===== src/rtl/core/tcb_pkg.sv =====
`timescale 1ns / 1ps
`default_nettype none

package tcb_pkg;

   localparam int SIZE_W      = 32;
   localparam int ID_W        = 16;
   localparam int KIND_W      = 2;
   localparam int ERR_W       = 2;
   localparam int CSR_IDX_W   = 1;
   localparam int MAX_CHUNKS  = 63;

   // csr register indexes
   localparam logic [CSR_IDX_W-1:0] CSR_GROUP_THRESHOLD    = 1'd0;
   localparam logic [CSR_IDX_W-1:0] CSR_SEPARATE_THRESHOLD = 1'd1;

   localparam logic [SIZE_W-1:0] GROUP_THRESHOLD_RESET    = '0;
   localparam logic [SIZE_W-1:0] SEPARATE_THRESHOLD_RESET = '1;

   // chunk kinds
   localparam logic [KIND_W-1:0] KIND_WHOLE  = 2'd0;
   localparam logic [KIND_W-1:0] KIND_SPLIT  = 2'd1;
   localparam logic [KIND_W-1:0] KIND_MEMBER = 2'd2;
   localparam logic [KIND_W-1:0] KIND_FLUSH  = 2'd3;

   // error codes
   localparam logic [ERR_W-1:0] ERR_NONE       = 2'd0;
   localparam logic [ERR_W-1:0] ERR_THRESHOLDS = 2'd1;
   localparam logic [ERR_W-1:0] ERR_TOO_MANY   = 2'd2;

   typedef struct packed {
      logic [SIZE_W-1:0] quotient;
      logic [SIZE_W-1:0] remainder;
   } div_result_type;

endpackage : tcb_pkg

`default_nettype wire


===== src/rtl/core/tcb_if.sv =====
`timescale 1ns / 1ps
`default_nettype none

interface tcb_req_if import tcb_pkg::*; ();
   logic              valid;
   logic              ready;
   logic [ID_W-1:0]   object_id;
   logic [SIZE_W-1:0] object_size;
   logic              final_object;

   modport source (output valid, output object_id, output object_size,
                   output final_object, input ready);
   modport sink   (input valid, input object_id, input object_size,
                   input final_object, output ready);
endinterface : tcb_req_if

interface tcb_rsp_if import tcb_pkg::*; ();
   logic              valid;
   logic              ready;
   logic [ID_W-1:0]   chunk_object;
   logic [SIZE_W-1:0] chunk_offset;
   logic [SIZE_W-1:0] chunk_length;
   logic [KIND_W-1:0] chunk_kind;
   logic              bucket_end;
   logic [ERR_W-1:0]  error_code;
   logic              last_result;

   modport source (output valid, output chunk_object, output chunk_offset,
                   output chunk_length, output chunk_kind, output bucket_end,
                   output error_code, output last_result, input ready);
   modport sink   (input valid, input chunk_object, input chunk_offset,
                   input chunk_length, input chunk_kind, input bucket_end,
                   input error_code, input last_result, output ready);
endinterface : tcb_rsp_if

`default_nettype wire


===== src/rtl/core/transfer_chunk_bucketizer_unit.sv =====
`timescale 1ns / 1ps
`default_nettype none

// channel   | role   | payload                                         | handshake
// ----------+--------+-------------------------------------------------+------------
// req_bus   | sink   | object_id, object_size, final_object            | valid/ready
// rsp_bus   | source | chunk_object/offset/length/kind, bucket_end,    | valid/ready
//           |        | error_code, last_result                         |
// csr_*     | write  | csr_index selects register, csr_write_data      | write_en
//
// one word in flight: a grouped, whole or rejected object is accepted, then
// evaluated; a split object adds two passes of the shared bit-serial divider
// (chunk count, then chunk size), then emits its chunks in order as rsp_bus takes them
// reset is synchronous and clears control state and the group total
// a stalled rsp_bus holds the output register; a new word is taken while
// the last result of the previous one still waits there
module transfer_chunk_bucketizer_unit import tcb_pkg::*; #(
   parameter int MaxChunks = MAX_CHUNKS
) (
   input  wire logic                 clock,
   input  wire logic                 reset,
   input  wire logic                 csr_write_en,
   input  wire logic [CSR_IDX_W-1:0] csr_index,
   input  wire logic [SIZE_W-1:0]    csr_write_data,
   tcb_req_if.sink                   req_bus,
   tcb_rsp_if.source                 rsp_bus
);

   localparam int CountWidth = $clog2(MaxChunks + 1);

   typedef enum logic [6:0] {
      ST_IDLE      = 7'b0000001,
      ST_EVAL      = 7'b0000010,
      ST_DIV_COUNT = 7'b0000100,
      ST_DIV_PIECE = 7'b0001000,
      ST_EMIT      = 7'b0010000,
      ST_ERROR     = 7'b0100000,
      ST_FLUSH     = 7'b1000000
   } state_type;

   state_type state_ff, state_in;

   // configuration
   logic [SIZE_W-1:0] gth_ff, gth_in;
   logic [SIZE_W-1:0] sth_ff, sth_in;

   // group bucket state
   logic [SIZE_W:0]   total_ff, total_in;
   logic              open_ff, open_in;

   // captured word
   logic [ID_W-1:0]   id_ff, id_in;
   logic [SIZE_W-1:0] size_ff, size_in;
   logic              fin_ff, fin_in;

   // split bookkeeping
   logic [SIZE_W-1:0]     piece_ff, piece_in;
   logic [SIZE_W-1:0]     off_ff, off_in;
   logic [CountWidth-1:0] remain_ff, remain_in;

   // output register
   logic              rsp_valid_ff, rsp_valid_in;
   logic [ID_W-1:0]   out_obj_ff, out_obj_in;
   logic [SIZE_W-1:0] out_off_ff, out_off_in;
   logic [SIZE_W-1:0] out_len_ff, out_len_in;
   logic [KIND_W-1:0] out_kind_ff, out_kind_in;
   logic              out_bend_ff, out_bend_in;
   logic [ERR_W-1:0]  out_err_ff, out_err_in;
   logic              out_last_ff, out_last_in;

   // divider
   logic              div_start;
   logic [SIZE_W-1:0] div_divisor;
   logic              div_done;
   div_result_type    div_res;

   logic              slot_free;
   logic              flush_pend;
   logic              bad_thresh;
   logic [SIZE_W:0]   grp_sum;
   logic              grp_close;
   logic [SIZE_W:0]   cnt_sum;
   logic              too_many;

   tcb_serial_div u_div (
      .clock    (clock),
      .reset    (reset),
      .start    (div_start),
      .dividend (size_ff),
      .divisor  (div_divisor),
      .done     (div_done),
      .result   (div_res)
   );

   assign slot_free  = !rsp_valid_ff || rsp_bus.ready;
   assign flush_pend = fin_ff && open_ff;
   assign bad_thresh = (gth_ff > sth_ff) || (sth_ff == '0);
   assign grp_sum    = total_ff + {1'b0, size_ff};
   assign grp_close  = (grp_sum >= {1'b0, gth_ff}) || fin_ff;
   // ceil of size over separate threshold
   assign cnt_sum    = {1'b0, div_res.quotient}
                       + (SIZE_W+1)'(div_res.remainder != '0);
   assign too_many   = cnt_sum > (SIZE_W+1)'(MaxChunks);

   assign req_bus.ready = (state_ff == ST_IDLE);

   always_comb begin
      state_in     = state_ff;
      gth_in       = gth_ff;
      sth_in       = sth_ff;
      total_in     = total_ff;
      open_in      = open_ff;
      id_in        = id_ff;
      size_in      = size_ff;
      fin_in       = fin_ff;
      piece_in     = piece_ff;
      off_in       = off_ff;
      remain_in    = remain_ff;
      rsp_valid_in = rsp_valid_ff && !rsp_bus.ready;
      out_obj_in   = out_obj_ff;
      out_off_in   = out_off_ff;
      out_len_in   = out_len_ff;
      out_kind_in  = out_kind_ff;
      out_bend_in  = out_bend_ff;
      out_err_in   = out_err_ff;
      out_last_in  = out_last_ff;
      div_start    = 1'b0;
      div_divisor  = sth_ff;

      if (csr_write_en) begin
         unique case (csr_index)
            CSR_GROUP_THRESHOLD:    gth_in = csr_write_data;
            CSR_SEPARATE_THRESHOLD: sth_in = csr_write_data;
            default:                gth_in = gth_ff;
         endcase
      end

      unique case (state_ff)
         ST_IDLE: begin
            if (req_bus.valid) begin
               id_in    = req_bus.object_id;
               size_in  = req_bus.object_size;
               fin_in   = req_bus.final_object;
               state_in = ST_EVAL;
            end
         end
         ST_EVAL: begin
            if (bad_thresh) begin
               if (slot_free) begin
                  rsp_valid_in = 1'b1;
                  out_obj_in   = id_ff;
                  out_off_in   = '0;
                  out_len_in   = '0;
                  out_kind_in  = KIND_WHOLE;
                  out_bend_in  = 1'b0;
                  out_err_in   = ERR_THRESHOLDS;
                  out_last_in  = 1'b1;
                  state_in     = ST_IDLE;
               end
            end else if (size_ff < gth_ff) begin
               if (slot_free) begin
                  rsp_valid_in = 1'b1;
                  out_obj_in   = id_ff;
                  out_off_in   = '0;
                  out_len_in   = size_ff;
                  out_kind_in  = KIND_MEMBER;
                  out_bend_in  = grp_close;
                  out_err_in   = ERR_NONE;
                  out_last_in  = 1'b1;
                  total_in     = grp_close ? '0 : grp_sum;
                  open_in      = !grp_close;
                  state_in     = ST_IDLE;
               end
            end else if (size_ff < sth_ff) begin
               if (slot_free) begin
                  rsp_valid_in = 1'b1;
                  out_obj_in   = id_ff;
                  out_off_in   = '0;
                  out_len_in   = size_ff;
                  out_kind_in  = KIND_WHOLE;
                  out_bend_in  = 1'b1;
                  out_err_in   = ERR_NONE;
                  out_last_in  = !flush_pend;
                  state_in     = flush_pend ? ST_FLUSH : ST_IDLE;
               end
            end else begin
               div_start = 1'b1;
               state_in  = ST_DIV_COUNT;
            end
         end
         ST_DIV_COUNT: begin
            if (div_done) begin
               if (too_many) begin
                  state_in = ST_ERROR;
               end else begin
                  remain_in   = cnt_sum[CountWidth-1:0];
                  div_start   = 1'b1;
                  div_divisor = SIZE_W'(cnt_sum[CountWidth-1:0]);
                  state_in    = ST_DIV_PIECE;
               end
            end
         end
         ST_DIV_PIECE: begin
            div_divisor = SIZE_W'(remain_ff);
            if (div_done) begin
               piece_in = div_res.quotient;
               off_in   = '0;
               state_in = ST_EMIT;
            end
         end
         ST_EMIT: begin
            if (slot_free) begin
               rsp_valid_in = 1'b1;
               out_obj_in   = id_ff;
               out_off_in   = off_ff;
               out_kind_in  = KIND_SPLIT;
               out_bend_in  = 1'b1;
               out_err_in   = ERR_NONE;
               off_in       = off_ff + piece_ff;
               remain_in    = remain_ff - 1'b1;
               // last chunk carries whatever the even pieces left over
               if (remain_ff == CountWidth'(1)) begin
                  out_len_in  = size_ff - off_ff;
                  out_last_in = !flush_pend;
                  state_in    = flush_pend ? ST_FLUSH : ST_IDLE;
               end else begin
                  out_len_in  = piece_ff;
                  out_last_in = 1'b0;
               end
            end
         end
         ST_ERROR: begin
            if (slot_free) begin
               rsp_valid_in = 1'b1;
               out_obj_in   = id_ff;
               out_off_in   = '0;
               out_len_in   = '0;
               out_kind_in  = KIND_WHOLE;
               out_bend_in  = 1'b0;
               out_err_in   = ERR_TOO_MANY;
               out_last_in  = !flush_pend;
               state_in     = flush_pend ? ST_FLUSH : ST_IDLE;
            end
         end
         ST_FLUSH: begin
            if (slot_free) begin
               rsp_valid_in = 1'b1;
               out_obj_in   = '0;
               out_off_in   = '0;
               out_len_in   = total_ff[SIZE_W-1:0];
               out_kind_in  = KIND_FLUSH;
               out_bend_in  = 1'b1;
               out_err_in   = ERR_NONE;
               out_last_in  = 1'b1;
               total_in     = '0;
               open_in      = 1'b0;
               state_in     = ST_IDLE;
            end
         end
         default: state_in = ST_IDLE;
      endcase
   end

   always_ff @(posedge clock) begin
      if (reset) begin
         state_ff     <= ST_IDLE;
         gth_ff       <= GROUP_THRESHOLD_RESET;
         sth_ff       <= SEPARATE_THRESHOLD_RESET;
         total_ff     <= '0;
         open_ff      <= 1'b0;
         rsp_valid_ff <= 1'b0;
      end else begin
         state_ff     <= state_in;
         gth_ff       <= gth_in;
         sth_ff       <= sth_in;
         total_ff     <= total_in;
         open_ff      <= open_in;
         rsp_valid_ff <= rsp_valid_in;
      end
   end

   always_ff @(posedge clock) begin
      id_ff       <= id_in;
      size_ff     <= size_in;
      fin_ff      <= fin_in;
      piece_ff    <= piece_in;
      off_ff      <= off_in;
      remain_ff   <= remain_in;
      out_obj_ff  <= out_obj_in;
      out_off_ff  <= out_off_in;
      out_len_ff  <= out_len_in;
      out_kind_ff <= out_kind_in;
      out_bend_ff <= out_bend_in;
      out_err_ff  <= out_err_in;
      out_last_ff <= out_last_in;
   end

   assign rsp_bus.valid        = rsp_valid_ff;
   assign rsp_bus.chunk_object = out_obj_ff;
   assign rsp_bus.chunk_offset = out_off_ff;
   assign rsp_bus.chunk_length = out_len_ff;
   assign rsp_bus.chunk_kind   = out_kind_ff;
   assign rsp_bus.bucket_end   = out_bend_ff;
   assign rsp_bus.error_code   = out_err_ff;
   assign rsp_bus.last_result  = out_last_ff;

endmodule : transfer_chunk_bucketizer_unit

`default_nettype wire


===== src/rtl/core/tcb_serial_div.sv =====
`timescale 1ns / 1ps
`default_nettype none

// restoring divider, one quotient bit per cycle
module tcb_serial_div import tcb_pkg::*; (
   input  wire logic              clock,
   input  wire logic              reset,
   input  wire logic              start,
   input  wire logic [SIZE_W-1:0] dividend,
   input  wire logic [SIZE_W-1:0] divisor,
   output logic                   done,
   output div_result_type         result
);

   localparam int CNT_W = $clog2(SIZE_W);
   localparam logic [CNT_W-1:0] CNT_LAST = CNT_W'(SIZE_W - 1);

   logic              busy_ff, busy_in;
   logic              done_ff, done_in;
   logic [CNT_W-1:0]  cnt_ff, cnt_in;
   logic [SIZE_W-1:0] quo_ff, quo_in;
   logic [SIZE_W-1:0] rem_ff, rem_in;
   logic [SIZE_W-1:0] dvs_ff, dvs_in;
   logic [SIZE_W:0]   shifted;
   logic [SIZE_W:0]   diff;
   logic              fits;

   assign shifted = {rem_ff, quo_ff[SIZE_W-1]};
   assign diff    = shifted - {1'b0, dvs_ff};
   // partial remainder stays below twice the divisor, so the borrow decides
   assign fits    = !diff[SIZE_W];

   always_comb begin
      busy_in = busy_ff;
      done_in = 1'b0;
      cnt_in  = cnt_ff;
      quo_in  = quo_ff;
      rem_in  = rem_ff;
      dvs_in  = dvs_ff;
      if (start) begin
         busy_in = 1'b1;
         cnt_in  = '0;
         quo_in  = dividend;
         rem_in  = '0;
         dvs_in  = divisor;
      end else if (busy_ff) begin
         cnt_in = cnt_ff + 1'b1;
         quo_in = {quo_ff[SIZE_W-2:0], fits};
         rem_in = fits ? diff[SIZE_W-1:0] : shifted[SIZE_W-1:0];
         if (cnt_ff == CNT_LAST) begin
            busy_in = 1'b0;
            done_in = 1'b1;
         end
      end
   end

   always_ff @(posedge clock) begin
      if (reset) begin
         busy_ff <= 1'b0;
         done_ff <= 1'b0;
         cnt_ff  <= '0;
      end else begin
         busy_ff <= busy_in;
         done_ff <= done_in;
         cnt_ff  <= cnt_in;
      end
   end

   always_ff @(posedge clock) begin
      quo_ff <= quo_in;
      rem_ff <= rem_in;
      dvs_ff <= dvs_in;
   end

   assign done             = done_ff;
   assign result.quotient  = quo_ff;
   assign result.remainder = rem_ff;

endmodule : tcb_serial_div

`default_nettype wire


===== src/flat_wrapper.sv =====
// flat-port wrapper written by rule: the top's interface ports become plain ports
module transfer_chunk_bucketizer_unit_flat import tcb_pkg::*;
#(
   parameter int MaxChunks = MAX_CHUNKS
)
  (clock, reset, csr_write_en, csr_index, csr_write_data, req_bus_valid, req_bus_object_id, req_bus_object_size, req_bus_final_object, req_bus_ready, rsp_bus_valid, rsp_bus_chunk_object, rsp_bus_chunk_offset, rsp_bus_chunk_length, rsp_bus_chunk_kind, rsp_bus_bucket_end, rsp_bus_error_code, rsp_bus_last_result, rsp_bus_ready);
  tcb_req_if req_bus_i ();
  tcb_rsp_if rsp_bus_i ();
  input  wire logic clock;
  input  wire logic reset;
  input  wire logic csr_write_en;
  input  wire logic [CSR_IDX_W-1:0] csr_index;
  input  wire logic [SIZE_W-1:0] csr_write_data;
  input wire logic [$bits(req_bus_i.valid)-1:0] req_bus_valid;
  input wire logic [$bits(req_bus_i.object_id)-1:0] req_bus_object_id;
  input wire logic [$bits(req_bus_i.object_size)-1:0] req_bus_object_size;
  input wire logic [$bits(req_bus_i.final_object)-1:0] req_bus_final_object;
  output wire logic [$bits(req_bus_i.ready)-1:0] req_bus_ready;
  output wire logic [$bits(rsp_bus_i.valid)-1:0] rsp_bus_valid;
  output wire logic [$bits(rsp_bus_i.chunk_object)-1:0] rsp_bus_chunk_object;
  output wire logic [$bits(rsp_bus_i.chunk_offset)-1:0] rsp_bus_chunk_offset;
  output wire logic [$bits(rsp_bus_i.chunk_length)-1:0] rsp_bus_chunk_length;
  output wire logic [$bits(rsp_bus_i.chunk_kind)-1:0] rsp_bus_chunk_kind;
  output wire logic [$bits(rsp_bus_i.bucket_end)-1:0] rsp_bus_bucket_end;
  output wire logic [$bits(rsp_bus_i.error_code)-1:0] rsp_bus_error_code;
  output wire logic [$bits(rsp_bus_i.last_result)-1:0] rsp_bus_last_result;
  input wire logic [$bits(rsp_bus_i.ready)-1:0] rsp_bus_ready;
  assign req_bus_i.valid = req_bus_valid;
  assign req_bus_i.object_id = req_bus_object_id;
  assign req_bus_i.object_size = req_bus_object_size;
  assign req_bus_i.final_object = req_bus_final_object;
  assign req_bus_ready = req_bus_i.ready;
  assign rsp_bus_valid = rsp_bus_i.valid;
  assign rsp_bus_chunk_object = rsp_bus_i.chunk_object;
  assign rsp_bus_chunk_offset = rsp_bus_i.chunk_offset;
  assign rsp_bus_chunk_length = rsp_bus_i.chunk_length;
  assign rsp_bus_chunk_kind = rsp_bus_i.chunk_kind;
  assign rsp_bus_bucket_end = rsp_bus_i.bucket_end;
  assign rsp_bus_error_code = rsp_bus_i.error_code;
  assign rsp_bus_last_result = rsp_bus_i.last_result;
  assign rsp_bus_i.ready = rsp_bus_ready;
  transfer_chunk_bucketizer_unit #(.MaxChunks(MaxChunks)) u_core (.clock(clock), .reset(reset), .csr_write_en(csr_write_en), .csr_index(csr_index), .csr_write_data(csr_write_data), .req_bus(req_bus_i), .rsp_bus(rsp_bus_i));
endmodule

===== config.mk =====
export PLATFORM = sky130hd
export DESIGN_NAME = transfer_chunk_bucketizer_unit_flat
export DESIGN_NICKNAME = d
export VERILOG_FILES = /design/src/rtl/core/tcb_pkg.sv /design/src/rtl/core/tcb_if.sv /design/src/rtl/core/transfer_chunk_bucketizer_unit.sv /design/src/rtl/core/tcb_serial_div.sv /design/src/flat_wrapper.sv
export SDC_FILE = /design/constraint.sdc
export NUM_CORES = 1
export LEC_CHECK = 0
export BUFFER_PORTS_ARGS = -buffer_cell sky130_fd_sc_hd__buf_2
export CORE_MARGIN = 3
export CORE_UTILIZATION = 40
export CTS_CLUSTER_SIZE = 30
export DETAILED_ROUTE_END_ITERATION = 12
export GPL_TIMING_DRIVEN = 0
export PLACE_DENSITY_LB_ADDON = 0.08
export SYNTH_ARGS = -nofsm -noshare
export SYNTH_HDL_FRONTEND = slang
export SYNTH_SLANG_ARGS = --single-unit

===== constraint.sdc =====
create_clock -name clock -period 8.21 [get_ports clock]
set_input_delay 1.642 -clock clock [delete_from_list [all_inputs] [get_ports clock]]
set_output_delay 1.642 -clock clock [all_outputs]
set_load 0.01 [all_outputs]

==> results of run 1 <==
## flip-flops by register name (all words and copies together), names as in the netlist, 7 cells and up
register	flops
u_core.rsp_bus.chunk_length	32
u_core.off_ff	32
u_core.total_ff	33
u_core.size_ff	32
u_core.u_div.rem_ff	32
u_core.rsp_bus.chunk_object	16
u_core.id_ff	16
u_core.rsp_bus.chunk_offset	32
u_core.u_div.quo_ff	32
u_core.gth_ff	32
u_core.sth_ff	32
u_core.u_div.dvs_ff	32
u_core.state_ff	7
u_core.piece_ff	32
## power breakdown
| group | internal, mW | leakage [nW] | switching, mW |
|---|---|---|---|
| clock network | 1.31 | 0.813 | 0.946 |
| logic | 0.582 | 8.43 | 0.818 |
| registers | 2.37 | 3.68 | 0.212 |
## per-stage QoR
stage                     area, um^2  cells  setup slack (ps)  utilization (%)  power (mW)
after CTS                      30700   3991              2090             46.4        6.27
after global placement         28900   3890              53.5             43.6        3.95
after detailed placement       29100   3897              2140             43.9        4.00
after global routing           30700   3991              1700             46.4        6.54
after floorplan                26900   2852              3200                -        3.51
final                          30700   3991              2060             46.4        6.23
## area by class of cell
cell class              instances  area (um^2)  share of cell area, %
repair buffers                181         1020                   3.32
clock inverters                18          231                  0.753
well taps                     864         1080                   3.52
clock buffers                  76         1430                   4.66
inverters                     173          649                   2.11
flip-flops and latches        414        11000                   35.7
multi-input cells            2152        14900                   48.4
plain buffers                 113          467                   1.52
## critical path: cells and delay by family, from the launching register on
family,cells,cell delay [ps]
buf+inv,3,620
simple gates,5,1310
fa+ha+maj,2,640
xor+xnor,1,360
flops,1,770
compound gates,9,2320
## layer usage
layer / up-vias / part of all wire, % / wire (um)
met3: 170 / 7.2 / 6890
met2: 884 / 44 / 42300
li1: 11100 / - / -
met1: 11600 / 46 / 43900
met4: 0 / 3.1 / 2990
met5: - / 0 / 0
## cell families after synthesis
logic type	count (synthesis)
compound gates	809
fa+ha+maj	262
buf+inv	286
mux	82
flops	414
xor+xnor	112
simple gates	887
## worst max path at each step
stage                                   from  slack [ps]                 end  depth (start not counted)
after global routing       u_core.size_ff[1]        1700  u_core.total_ff[4]                         21
after floorplan                rsp_bus_ready        3200    u_core.off_ff[0]                          5
after CTS                 u_core.size_ff[17]        2090  u_core.total_ff[6]                         20
after global placement         rsp_bus_ready          50   u_core.off_ff[27]                          6
after detailed placement  u_core.size_ff[17]        2140  u_core.total_ff[6]                         20
final                     u_core.size_ff[17]        2060  u_core.total_ff[6]                         20
## cell usage in the layout (no fill, tap or decap), types with 25 or more instances in the layout
cell type | Yosys | layout
nand2_1 | 277 | 277
xnor2_1 | 59 | 59
nand3_1 | 73 | 73
xor2_1 | 53 | 53
buf_2 | 10 | 185
mux2_4 | 25 | 25
inv_1 | 172 | 171
a211o_1 | 42 | 42
clkbuf_1 | 88 | 105
nor3_1 | 69 | 69
nor2_1 | 178 | 175
nor2b_1 | 27 | 27
o21a_1 | 26 | 26
dfxtp_1 | 145 | 145
a21oi_1 | 252 | 251
and2_1 | 41 | 41
ha_1 | 258 | 258
clkbuf_16 | 0 | 51
nand2b_1 | 26 | 26
edfxtp_1 | 269 | 269
mux2i_1 | 51 | 51
nand4_1 | 49 | 49
a21o_1 | 85 | 85
nor4_1 | 27 | 27
o21ai_0 | 164 | 163
o211ai_1 | 25 | 25
and3_1 | 59 | 59
## cells in the mapped netlist (9+ instances only)
| cell | n |
|---|---|
| dfxtp_1 | 145 |
| and2_1 | 41 |
| nand4_1 | 49 |
| a21boi_0 | 9 |
| ha_1 | 258 |
| or3_1 | 10 |
| nor2b_1 | 27 |
| nor3_1 | 69 |
| and3_1 | 59 |
| a32oi_1 | 12 |
| clkbuf_1 | 88 |
| or2_2 | 12 |
| nor2_1 | 178 |
| o21ai_0 | 164 |
| a211oi_1 | 22 |
| a221oi_1 | 11 |
| nand3_1 | 73 |
| mux2i_1 | 51 |
| xnor2_1 | 59 |
| xor2_1 | 53 |
| nor3b_1 | 10 |
| a22oi_1 | 17 |
| buf_1 | 10 |
| a211o_1 | 42 |
| nand2b_1 | 26 |
| inv_1 | 172 |
| edfxtp_1 | 269 |
| a21oi_1 | 252 |
| a21o_1 | 85 |
| a31oi_1 | 22 |
| o221ai_1 | 10 |
| buf_2 | 10 |
| o211ai_1 | 25 |
| o31ai_1 | 9 |
| nor4_1 | 27 |
| nand2_1 | 277 |
| o21a_1 | 26 |
| mux2_4 | 25 |
==> results.cfg, run 1 <==
[cts]
clock-sinks = 414
cts_setup_buffers = 0
cts-hold-fix-buffers = 0
h-tree-depth = 2
worstSkewPairLatency_ps = 640
cts.repair.resized = 0
cts-root-buf = clkbuf_16
cts_tree = yes
cts.path.max_buffers = 3
clk_pin_slew_ps = 60
cts_made_buffers = 50

[worst_setup_path]
timing.rr.start = u_core.size_ff[17]
r2r_end = u_core.total_ff[6]
worstSetupPathType = flip-flop to flip-flop
r2r_slack_ps = 2060
crit_slowest_cell = edfxtp_1
arrival_ps = 6650
cpPeakStageDelay_ps = 770
endpoint_kind = flip-flop
crit_fanout = 10
worstPathCellList = ha_1 > clkbuf_1 > and4_1 > and4_1 > and3_1 > a32o_1 > a41o_1 > o41a_1 > a221oi_1 > o2bb2ai_1 > xor2_1 > inv_1 > ha_1 > a211o_1 > a31oi_1 > o21ai_0 > nor3_1 > buf_2 > nand3_1 > a21oi_1
cp.required_ps = 8710
startpoint_type = flip-flop
reg2reg_depth = 20

[power]
power_density_nw_per_um2 = 203
p_leak_nw = 12.9
ir_drop_uv = 162

[global_routing]
grt_pass1_wl_mm = 142
use_met3_pct = 4.66
top_usage_layer = met2
use_met1_pct = 37.3
grt.overflow.total = 0
grt_max_degree = 42
grt_pass1_vias = 22900
grt_util_met2_pct = 41.7
antenna_found_initial = 1
grt_use_total_pct = 26.5

[timing]
max_freq_mhz = 163
setup_viol = 0
rsz0062_at_grt = no
post-route-period-util_pct = 74.9
max_slew_margin_pct = 25.1
hold_violations = 0
worst_pin_slew_ps = 1120
maxSlewViolCount = 0
setup_tns_ps = 0
min_period_ps = 6150
skew_ps = 51.9
timing.hold.ws_ps = 452

[route]
drt_iter0_drc = 2124
via_per_inst = 5.96
ant_nets = 0
routed-via-count = 23800
drtPass1Iterations = 8
drt-total-wl_mm = 96.1
wire_per_inst_um = 24.1
post-route-drc-count = 0

[placed_design]
port_buffers = 174
gp_congestion = 0.938
hpwl_mm = 75.4

[floorplan]
start_util_pct = 40.6
dieHeight_um = 265
io_pins = 175
core_area_um2 = 66200
fp.dieW_um = 265
dieArea_um2 = 70400
rows = 94

[synth]
ys_ff_latch = 414
syn_inst = 2852
synth_ff_type = edfxtp_1
syn-num-nets = 3201
synth_compound_area_share_pct = 19.5
netlist_area_um2 = 26900
synth_edf_count = 269
yosysTopAreaCell = edfxtp_1
seq_area_frac_synth_pct = 40.8
syn_area_per_cell_um2 = 9.44
async_flop_share_pct = 0
ys_types = 86
synth_fa_ha_area_share_pct = 12.3
synth-simple-area-share_pct = 16.0
synth_area_leaders = edfxtp_1, ha_1, dfxtp_1, a21oi_1, nand2_1
yosysWarnings = 0
synth_xor_xnor_area_share_pct = 3.64
muxShareOfSynthArea_pct = 3.54
synth_top_area_share_pct = 30.0
synth_top_family_by_area = compound AO/OA/AOI/OAI gates

[hold_path]
hold_start = u_core.u_div.quo_ff[17]
hold_path_end = u_core.piece_ff[17]
holdCritPathClass = flip-flop to flip-flop
holdPathStages = 0

[finish]
drive_gt1_share_pct = 10.7
fillers = 6327
n_antenna_cell = 0
final_nets = 3434
area_growth_syn_to_layout_pct = 14.1

[flow_run]
max_cap_viol_count = 0

[run_status]
status = completed
(Power assumes the default switching activity.)
==> run 2: changes to the inputs <==
- clock period: 8.21 -> 5.4 ns (I/O delays scaled with it)
==> results.cfg, run 2 (same netlist as run 1, synthesis figures left out) <==
[run_status]
status = completed

[finish]
multiInputGateArea_um2 = 15000
fillers = 6303
final_cell_mix = nand2_1, edfxtp_1, ha_1
seq_area_um2 = 11000
final_nets = 3471
top_register = u_core.total_ff
drive_gt1_share_pct = 12.4
largest_reg_flops = 33
final_common_cell = nand2_1
area_growth_syn_to_layout_pct = 15.8
layoutNonFillerInstCount = 4029
design_area_um2 = 31200

[cts]
cts-root-buf = clkbuf_16
clock-sinks = 414
cts_made_buffers = 50
h-tree-depth = 2
clk_pin_slew_ps = 60
cts_tree = yes
worstSkewPairLatency_ps = 640
cts-hold-fix-buffers = 0
cts.path.max_buffers = 3

[worst_setup_path]
startpoint_type = flip-flop
critPathLaunch = u_core.size_ff[18]
r2r_slack_ps = 150
reg2reg_depth = 21
endpoint_kind = flip-flop
cp.required_ps = 5960
timing.rr.start = u_core.size_ff[18]
crit_fanout = 7
arrival_ps = 5810
worstSetupPathType = flip-flop to flip-flop

[power]
power_density_nw_per_um2 = 306
power_mw = 9.55
ir_drop_uv = 245
p_leak_nw = 13.1

[timing]
setup_viol = 0
max_freq_mhz = 190
skew_ps = 54.2
post-route-period-util_pct = 97.3
maxSlewViolCount = 0
timing.hold.ws_ps = 451
min_period_ps = 5250
rsz0062_at_grt = yes
worst_pin_slew_ps = 1210
hold_violations = 0
max_slew_margin_pct = 18.9

[route]
drt_iter0_drc = 2081
via_per_inst = 5.94
drt-total-wl_mm = 97.8
routed-via-count = 24000
drtPass1Iterations = 6
post-route-drc-count = 0
wire_per_inst_um = 24.3
ant_nets = 0

[placed_design]
hpwl_mm = 75.4
dp.cells = 3897
port_buffers = 174
post_dp_cell_area_um2 = 29100
gp_congestion = 0.938

[floorplan]
io_pins = 175
dieArea_um2 = 70400
start_util_pct = 40.6
fp.dieW_um = 265
rows = 94
core_area_um2 = 66200
dieHeight_um = 265

[global_routing]
grt.overflow.total = 0
antenna_found_initial = 1
grt_use_total_pct = 26.8
grt_pass1_wl_mm = 143
grt_pass1_vias = 23000
grt_max_degree = 42

[hold_path]
holdPathStages = 0
holdCritPathClass = flip-flop to flip-flop
hold_start = u_core.u_div.quo_ff[17]

[flow_run]
max_cap_viol_count = 0
run 2: where the power goes:
group / total (mW) / internal [mW] / switching (mW)
logic: 2.26 / 0.931 / 1.33
clock network: 3.43 / 1.99 / 1.44
registers: 3.87 / 3.60 / 0.270
run 2: through the flow:
stage	setup TNS (ps)	worst slack, ps	utilization (%)
after global placement	-168280	-2190	43.6
after CTS	0	54.3	46.7
after floorplan	0	732	-
after detailed placement	-18420	-672	43.9
final	0	148	47.1
after global routing	-111	-33.9	47.1
run 2: cell type report:
class | instances | area share (%)
Inverter | 173 | 2.10
Clock buffer | 76 | 4.59
Antenna cell | 1 | 0.00803
Buffer | 112 | 1.54
Sequential cell | 414 | 35.2
Tap cell | 864 | 3.47
Timing Repair Buffer | 219 | 4.21
Clock inverter | 18 | 0.743
Multi-Input combinational cell | 2152 | 48.1
run 2: routing by layer:
metal	wire, um	vias to the layer above	track usage (%)
li1	-	11200	-
met1	44100	11700	37.3
met2	43500	899	42.3
met3	6970	155	4.58
met4	3230	0	8.67
met5	0	-	0
run 2: worst max-delay path, stage by stage, from the launching register on:
cell and delay [ps]:
edfxtp_1 350, buf_4 180, ha_2 350, and4_1 210, and4_1 270, and3_1 260
a32o_1 220, a41o_1 260, o41a_1 450, a221oi_2 360, o2bb2ai_2 170, xor2_2 230
inv_1 70, ha_1 290, a211o_1 300, a31oi_1 190, o21ai_2 140, nor3_4 220
buf_12 150, buf_2 210, nand3_1 100, a21oi_1 170
run 2: path summary, 6_finish.rpt:
path,to
worst max-delay path,u_core.total_ff[11]
worst min-delay path,u_core.piece_ff[17]
worst max register to register,u_core.total_ff[11]
worst min register to register,u_core.piece_ff[17]
run 2: what timing repair did:
action	CTS	global route
pin swaps	1	8
buffers inserted	15	21
gates resized for setup	13	24
setup endpoints to repair	71	49
cloned	0	2
